==> config.mk <==
export PLATFORM = sky130hd
export DESIGN_NAME = lru_page_replacement_top
export DESIGN_NICKNAME = d
export VERILOG_FILES = /design/src/lrupr_pkg.sv /design/src/lrupr_frame_set.sv /design/src/lrupr_stat_counters.sv /design/src/lru_page_replacement_top.sv
export SDC_FILE = /design/constraint.sdc
export NUM_CORES = 1
export LEC_CHECK = 0
export ABC_AREA = 1
export BUFFER_PORTS_ARGS = -buffer_cell sky130_fd_sc_hd__buf_4
export CORE_MARGIN = 2
export CORE_UTILIZATION = 45
export CTS_CLUSTER_DIAMETER = 200
export DETAILED_ROUTE_END_ITERATION = 12
export HOLD_SLACK_MARGIN = 0.03
export SLEW_MARGIN = 30
export SYNTH_ARGS = -nofsm -noshare
export SYNTH_HDL_FRONTEND = slang
export SYNTH_SLANG_ARGS = --single-unit
==> constraint.sdc <==
create_clock -name clk -period 6.4 [get_ports clk]
set_input_delay 1.28 -clock clk [delete_from_list [all_inputs] [get_ports clk]]
set_output_delay 1.28 -clock clk [all_outputs]
set_load 0.05 [all_outputs]
==> src/lrupr_pkg.sv <==
// ----------------------------------------------------------------------------
// LRU page replacement package
// Shared widths and the lookup result type.
// ----------------------------------------------------------------------------
package lrupr_pkg;

  localparam int unsigned PAGE_NUMBER_W = 16;
  localparam int unsigned FRAME_INDEX_W = 4;
  localparam int unsigned TOTAL_W       = 32;
  localparam int unsigned WIDE_W        = 32;
  localparam int unsigned OUT_DATA_W    = 88;

  // Outcome of one page reference against the frame set
  typedef struct packed {
    logic                     hit;
    logic [FRAME_INDEX_W-1:0] frame_index;
    logic                     evicted_valid;
    logic [PAGE_NUMBER_W-1:0] evicted_page;
  } lookup_t;

endpackage

==> src/lrupr_frame_set.sv <==
// ----------------------------------------------------------------------------
// LRU frame set
// Frame contents, valid bits and recency ranks; parallel lookup and update.
// ----------------------------------------------------------------------------
module lrupr_frame_set #(
  parameter int unsigned NUM_FRAMES = 3,
  parameter int unsigned PAGE_BITS  = 16
) (
  input  logic                                clk,
  input  logic                                rst,
  input  logic                                update,
  input  logic [lrupr_pkg::PAGE_NUMBER_W-1:0] page_number,
  output lrupr_pkg::lookup_t                  lookup
);

  localparam int unsigned RW = $clog2(NUM_FRAMES);

  logic [PAGE_BITS-1:0]  frame_page [NUM_FRAMES];
  logic [NUM_FRAMES-1:0] frame_valid;
  logic [RW-1:0]         recency_rank [NUM_FRAMES];

  logic [lrupr_pkg::WIDE_W-1:0] page_wide;
  logic [lrupr_pkg::WIDE_W-1:0] evict_wide;
  logic [PAGE_BITS-1:0]         page;
  logic [NUM_FRAMES-1:0]        match_vec;
  logic [NUM_FRAMES-1:0]        empty_vec;
  logic [NUM_FRAMES-1:0]        oldest_vec;
  logic [RW-1:0]                found_idx;
  logic [RW-1:0]                empty_idx;
  logic [RW-1:0]                victim_idx;
  logic [RW-1:0]                sel_idx;
  logic                         found_any;
  logic                         empty_any;
  logic [RW-1:0]                hit_rank;
  logic [RW-1:0]                rank_next [NUM_FRAMES];

  assign page_wide = lrupr_pkg::WIDE_W'(page_number);
  assign page      = page_wide[PAGE_BITS-1:0];

  always_comb begin
    for (int k = 0; k < NUM_FRAMES; k++) begin
      match_vec[k]  = frame_valid[k] && (frame_page[k] == page);
      empty_vec[k]  = !frame_valid[k];
      oldest_vec[k] = frame_valid[k] && (recency_rank[k] == RW'(NUM_FRAMES - 1));
    end
  end

  // lowest-index priority encoders
  always_comb begin
    found_idx  = '0;
    empty_idx  = '0;
    victim_idx = '0;
    for (int k = NUM_FRAMES - 1; k >= 0; k--) begin
      if (match_vec[k]) begin
        found_idx = RW'(k);
      end
      if (empty_vec[k]) begin
        empty_idx = RW'(k);
      end
      if (oldest_vec[k]) begin
        victim_idx = RW'(k);
      end
    end
  end

  assign found_any = |match_vec;
  assign empty_any = |empty_vec;
  assign hit_rank  = recency_rank[found_idx];

  always_comb begin
    if (found_any) begin
      sel_idx = found_idx;
    end else if (empty_any) begin
      sel_idx = empty_idx;
    end else begin
      sel_idx = victim_idx;
    end
  end

  // on a hit only the more recent frames age; otherwise every valid frame does
  always_comb begin
    for (int k = 0; k < NUM_FRAMES; k++) begin
      if (RW'(k) == sel_idx) begin
        rank_next[k] = '0;
      end else if (frame_valid[k] && (!found_any || (recency_rank[k] < hit_rank))) begin
        rank_next[k] = recency_rank[k] + RW'(1);
      end else begin
        rank_next[k] = recency_rank[k];
      end
    end
  end

  assign evict_wide = lrupr_pkg::WIDE_W'(frame_page[victim_idx]);

  always_comb begin
    lookup.hit           = found_any;
    lookup.frame_index   = lrupr_pkg::FRAME_INDEX_W'(sel_idx);
    lookup.evicted_valid = !found_any && !empty_any;
    lookup.evicted_page  = lookup.evicted_valid ?
                           evict_wide[lrupr_pkg::PAGE_NUMBER_W-1:0] : '0;
  end

  always_ff @(posedge clk) begin
    if (rst) begin
      frame_valid <= '0;
      for (int k = 0; k < NUM_FRAMES; k++) begin
        recency_rank[k] <= '0;
      end
    end else if (update) begin
      for (int k = 0; k < NUM_FRAMES; k++) begin
        recency_rank[k] <= rank_next[k];
        if (RW'(k) == sel_idx) begin
          frame_valid[k] <= 1'b1;
        end
      end
    end
  end

  always_ff @(posedge clk) begin
    if (update && !found_any) begin
      frame_page[sel_idx] <= page;
    end
  end

endmodule

==> src/lrupr_stat_counters.sv <==
// ----------------------------------------------------------------------------
// LRU statistics counters
// Saturating hit and fault counts; presents the values after this reference.
// ----------------------------------------------------------------------------
module lrupr_stat_counters (
  input  logic                          clk,
  input  logic                          rst,
  input  logic                          update,
  input  logic                          hit,
  output logic [lrupr_pkg::TOTAL_W-1:0] hit_total_next,
  output logic [lrupr_pkg::TOTAL_W-1:0] fault_total_next
);

  logic [lrupr_pkg::TOTAL_W-1:0] hit_counter;
  logic [lrupr_pkg::TOTAL_W-1:0] fault_counter;

  always_comb begin
    hit_total_next   = hit_counter;
    fault_total_next = fault_counter;
    if (hit) begin
      if (hit_counter != '1) begin
        hit_total_next = hit_counter + lrupr_pkg::TOTAL_W'(1);
      end
    end else begin
      if (fault_counter != '1) begin
        fault_total_next = fault_counter + lrupr_pkg::TOTAL_W'(1);
      end
    end
  end

  always_ff @(posedge clk) begin
    if (rst) begin
      hit_counter   <= '0;
      fault_counter <= '0;
    end else if (update) begin
      hit_counter   <= hit_total_next;
      fault_counter <= fault_total_next;
    end
  end

endmodule

==> src/lru_page_replacement_top.sv <==
// ----------------------------------------------------------------------------
// LRU page replacement top level
// Fully associative page frame set under least-recently-used replacement.
// ----------------------------------------------------------------------------
// One page reference is taken per cycle and gives one result word, through
// the input register, then the result register. Throughput is one word per
// clock while not stalled: the frame compare, victim pick and rank update
// all close between the input register and the result register, and that loop
// through the frame state sets the rate. While a result word waits, the input
// register can take one more word, then it holds that word and the input
// stalls until the result is taken. After reset all frames are empty.
module lru_page_replacement_top #(
  parameter int unsigned NUM_FRAMES = 3,
  parameter int unsigned PAGE_BITS  = 16
) (
  input  logic                                clk,
  input  logic                                rst,
  input  logic                                s_tvalid,
  output logic                                s_tready,
  // [15:0] page_number
  input  logic [lrupr_pkg::PAGE_NUMBER_W-1:0] s_tdata,
  output logic                                m_tvalid,
  input  logic                                m_tready,
  // [0] hit, [4:1] frame_index, [5] evicted_valid, [21:6] evicted_page,
  // [53:22] hit_total, [85:54] fault_total, [87:86] zero
  output logic [lrupr_pkg::OUT_DATA_W-1:0]    m_tdata
);

  logic                                in_vld;
  logic [lrupr_pkg::PAGE_NUMBER_W-1:0] in_page;
  logic                                out_vld;
  logic [lrupr_pkg::OUT_DATA_W-1:0]    out_data;
  logic                                advance;
  lrupr_pkg::lookup_t                  lookup;
  logic [lrupr_pkg::TOTAL_W-1:0]       hit_total_next;
  logic [lrupr_pkg::TOTAL_W-1:0]       fault_total_next;

  assign advance  = in_vld && (!out_vld || m_tready);
  assign s_tready = !in_vld || advance;
  assign m_tvalid = out_vld;
  assign m_tdata  = out_data;

  lrupr_frame_set #(
    .NUM_FRAMES (NUM_FRAMES),
    .PAGE_BITS  (PAGE_BITS)
  ) u_frame_set (
    .clk         (clk),
    .rst         (rst),
    .update      (advance),
    .page_number (in_page),
    .lookup      (lookup)
  );

  lrupr_stat_counters u_counters (
    .clk              (clk),
    .rst              (rst),
    .update           (advance),
    .hit              (lookup.hit),
    .hit_total_next   (hit_total_next),
    .fault_total_next (fault_total_next)
  );

  always_ff @(posedge clk) begin
    if (rst) begin
      in_vld <= 1'b0;
    end else if (s_tready) begin
      in_vld <= s_tvalid;
    end
  end

  always_ff @(posedge clk) begin
    if (s_tvalid && s_tready) begin
      in_page <= s_tdata;
    end
  end

  always_ff @(posedge clk) begin
    if (rst) begin
      out_vld <= 1'b0;
    end else if (advance) begin
      out_vld <= 1'b1;
    end else if (m_tready) begin
      out_vld <= 1'b0;
    end
  end

  always_ff @(posedge clk) begin
    if (advance) begin
      out_data <= {2'b00, fault_total_next, hit_total_next, lookup.evicted_page,
                   lookup.evicted_valid, lookup.frame_index, lookup.hit};
    end
  end

endmodule

==> reports/qor.csv <==
metric;value;unit
CP max-delay cell;inv_1;
Finished Cell Area;0.01347;mm^2
Max Slew Vio Count;0;
most used flip-flop cell after synthesis;edfxtp_1;
Crit path required time;6.55;ns
relative slew slack;39.41;%
largest net degree at the start of global routing;65;
antenna violations before repair;0;
Initial Util;45.80;%
GRT overflow;0;
vias in the first global route;9320;
Die W;164.1;um
Pwr Density;242.4;mW/mm^2
CTS root buf;clkbuf_16;
Final HPWL DP;22660;um
fin nets;1528;
worst-case clock buffer depth;3;
setup tns final;0;ns
Yosys top cell area share;40.10;%
R2R cell count;12;
Via Count;9644;
area grow syn2layout;16.83;%
CTS Hold Buffers Added;0;
final setup violation count;0;
CTS resizes;0;
status;completed;
DR iter-0 viols;844;
placed inst area;0.01266;mm^2
final period utilization;52.15;%
Clk pin slew, worst setup/hold paths;0.06;ns
#FFs+latches synth;223;
Die Ht;164.1;um
Post-Route WL;31220;um
average size of a mapped cell;8.250;um^2
DRC errors left;0;
CTS sink cnt;223;
hold endpoint;u_counters.fault_counter[26];
CTS buffer count;25;
fin crit period;3.337;ns
H-Tree Depth;1;
Async S/R FF share, synth;0;%
Worst R2R Start;in_page[14];
RSZ-0062 raised after global routing;no;
CP Max Fanout;57;
HP Start;u_counters.fault_counter[26];
Critical Path End Type;register;
synth warn;0;
Core Footprint;0.02518;mm^2
Hold Fails Final Rpt;0;
Ant. Diodes;0;
routed len/inst;16.86;um
hold crit path type;reg2reg;
Netlist Area Pre-Place;0.01153;mm^2
global-route wire length before repair;49760;um
leakage power;5.410;nW
IO Port Bufs;105;
peak supply drop;0.2420;mV
Critical Path AT;3.48;ns
Post-synth top cells;nand2_1, edfxtp_1, inv_1;
Yosys top cell by area;edfxtp_1;
cell breakdown of the critical path;inv_1 > nand2_1 > nand2_1 > nor2_1 > nand2_1 > nor2_1 > nand3_1 > nand3_4 > inv_2 > buf_4 > nand3_1 > inv_1;
RePlAce Congestion;0.9732;
RR Endpoint;u_frame_set.frame_page[2][2];
CTS tree;done;
Cells on Worst Hold Path;2;
Synth area leaders;edfxtp_1, nand2_1, dfxtp_1, o21ai_0, inv_1;
Pwr Total;3.266;mW
Clock Skew;0.01644;ns
worst setup path category;reg2reg;
io pins;110;
most frequent cell after synthesis;nand2_1;
Post-Syn Instances;1398;
setup bufs post-CTS;0;
share of post-route cells with drive strength above 1;13.53;%
clock network latency to the later pin of the worst-skew pair;0.53;ns
CP most frequent cell;nand2_1;
die area;0.02693;mm^2
post-synthesis sequential area ratio;52.07;%
Netlist cell types;48;
worst slew pin tran;0.9079;ns
Worst path max stage delay;0.64;ns
overall fraction of global-route tracks in use;23.66;%
flop2flop setup slack;3.06;ns
maxcap violations;0;
Pre-antenna DRT Iters;6;
Detail Route Antenna Nets;0;
Row Count;58;
number of flops mapped to enable cells by yosys;154;
Max Freq;299.6;MHz
Via density;5.207;
CP Launch Type;register;
==> where the power goes <==
group,switching (mW),leakage [nW],internal [mW]
Clock,0.584,0.395,0.813
Combinational,0.191,3.00,0.0677
Sequential,0.0282,2.02,1.58
Total,0.803,5.41,2.46
==> cell type report <==
| cell class | instances | area, um^2 |
|---|---|---|
| clock buffers | 30 | 654.4 |
| clock inverters | 16 | 143.9 |
| fillers | 2416 | 11710 |
| inverters | 175 | 661.9 |
| multi-input cells | 964 | 4720 |
| flip-flops and latches | 223 | 6006 |
| well taps | 330 | 412.9 |
| repair buffers | 114 | 875.8 |
==> worst max-delay path: cells and delay by family (launching register included) <==
kind / cells / cell delay [ns]
buf+inv: 4 / 1.27
flops: 1 / 0.48
simple gates: 8 / 1.18
==> cell usage in the layout, fill, tap and decap left out, types with 6 or more instances in the layout <==
cell type / n
a211oi_1: 7
a21oi_1: 29
buf_4: 112
clkbuf_16: 25
clkinv_2: 7
dfxtp_1: 69
edfxtp_1: 154
inv_1: 152
inv_2: 20
nand2_1: 400
nand3_1: 37
nand4_1: 30
nor2_1: 131
nor3_1: 31
nor3_2: 6
nor4_1: 14
o211ai_1: 7
o21ai_0: 121
o21ai_1: 50
xor2_1: 55
==> sequential cells by signal, indices dropped and copies added, names as in the netlist, 3 cells and up <==
register / flops
in_page: 16
m_tdata: 84
u_counters.fault_counter: 32
u_counters.hit_counter: 32
u_frame_set.frame_page: 48
u_frame_set.frame_valid: 3
u_frame_set.recency_rank: 6
==> kinds of logic after synthesis <==
| family | after synthesis | share of synthesized area (%) |
|---|---|---|
| other cells | 1 | 0.03251 |
| fa+ha+maj | 5 | 0.5424 |
| simple gates | 674 | 25.18 |
| xor+xnor | 60 | 4.621 |
| compound gates | 221 | 10.20 |
| flops | 223 | 52.07 |
| buf+inv | 214 | 7.355 |
==> per-layer routing <==
metal / global-route usage, % / share of wire, %
met1: 32.82 / 46
met2: 38.28 / 46
met3: 3.990 / 5.6
met4: 6.659 / 2.5
met5: 0 / 0
==> worst max path at each step <==
stage,from,endpoint,slack (ns),cells after the start
after global placement,m_tready,u_counters.hit_counter[24],2.43,8
after detailed placement,m_tready,u_counters.hit_counter[27],2.82,8
after global routing,in_page[0],u_frame_set.frame_page[2][4],2.73,12
after CTS,in_page[14],u_frame_set.frame_page[2][14],3.03,12
after floorplan,m_tready,u_frame_set.frame_page[0][0],1.79,6
final,in_page[14],u_frame_set.frame_page[2][2],3.06,12
==> per-stage QoR <==
stage / hold slack (ns) / instances / worst slack [ns] / util [%]
3_3_place_gp: 0.4991 / 1804 / 2.426 / 50.16
4_1_cts: 0.5201 / 1851 / 3.033 / 53.45
6_report: 0.5125 / 1852 / 3.063 / 53.51
2_1_floorplan: 0.4673 / 1401 / 1.791 / -
5_1_grt: 0.5394 / 1852 / 2.729 / 53.51
3_5_place_dp: 0.5106 / 1805 / 2.821 / 50.28
Power figures use the tool's default switching activity.
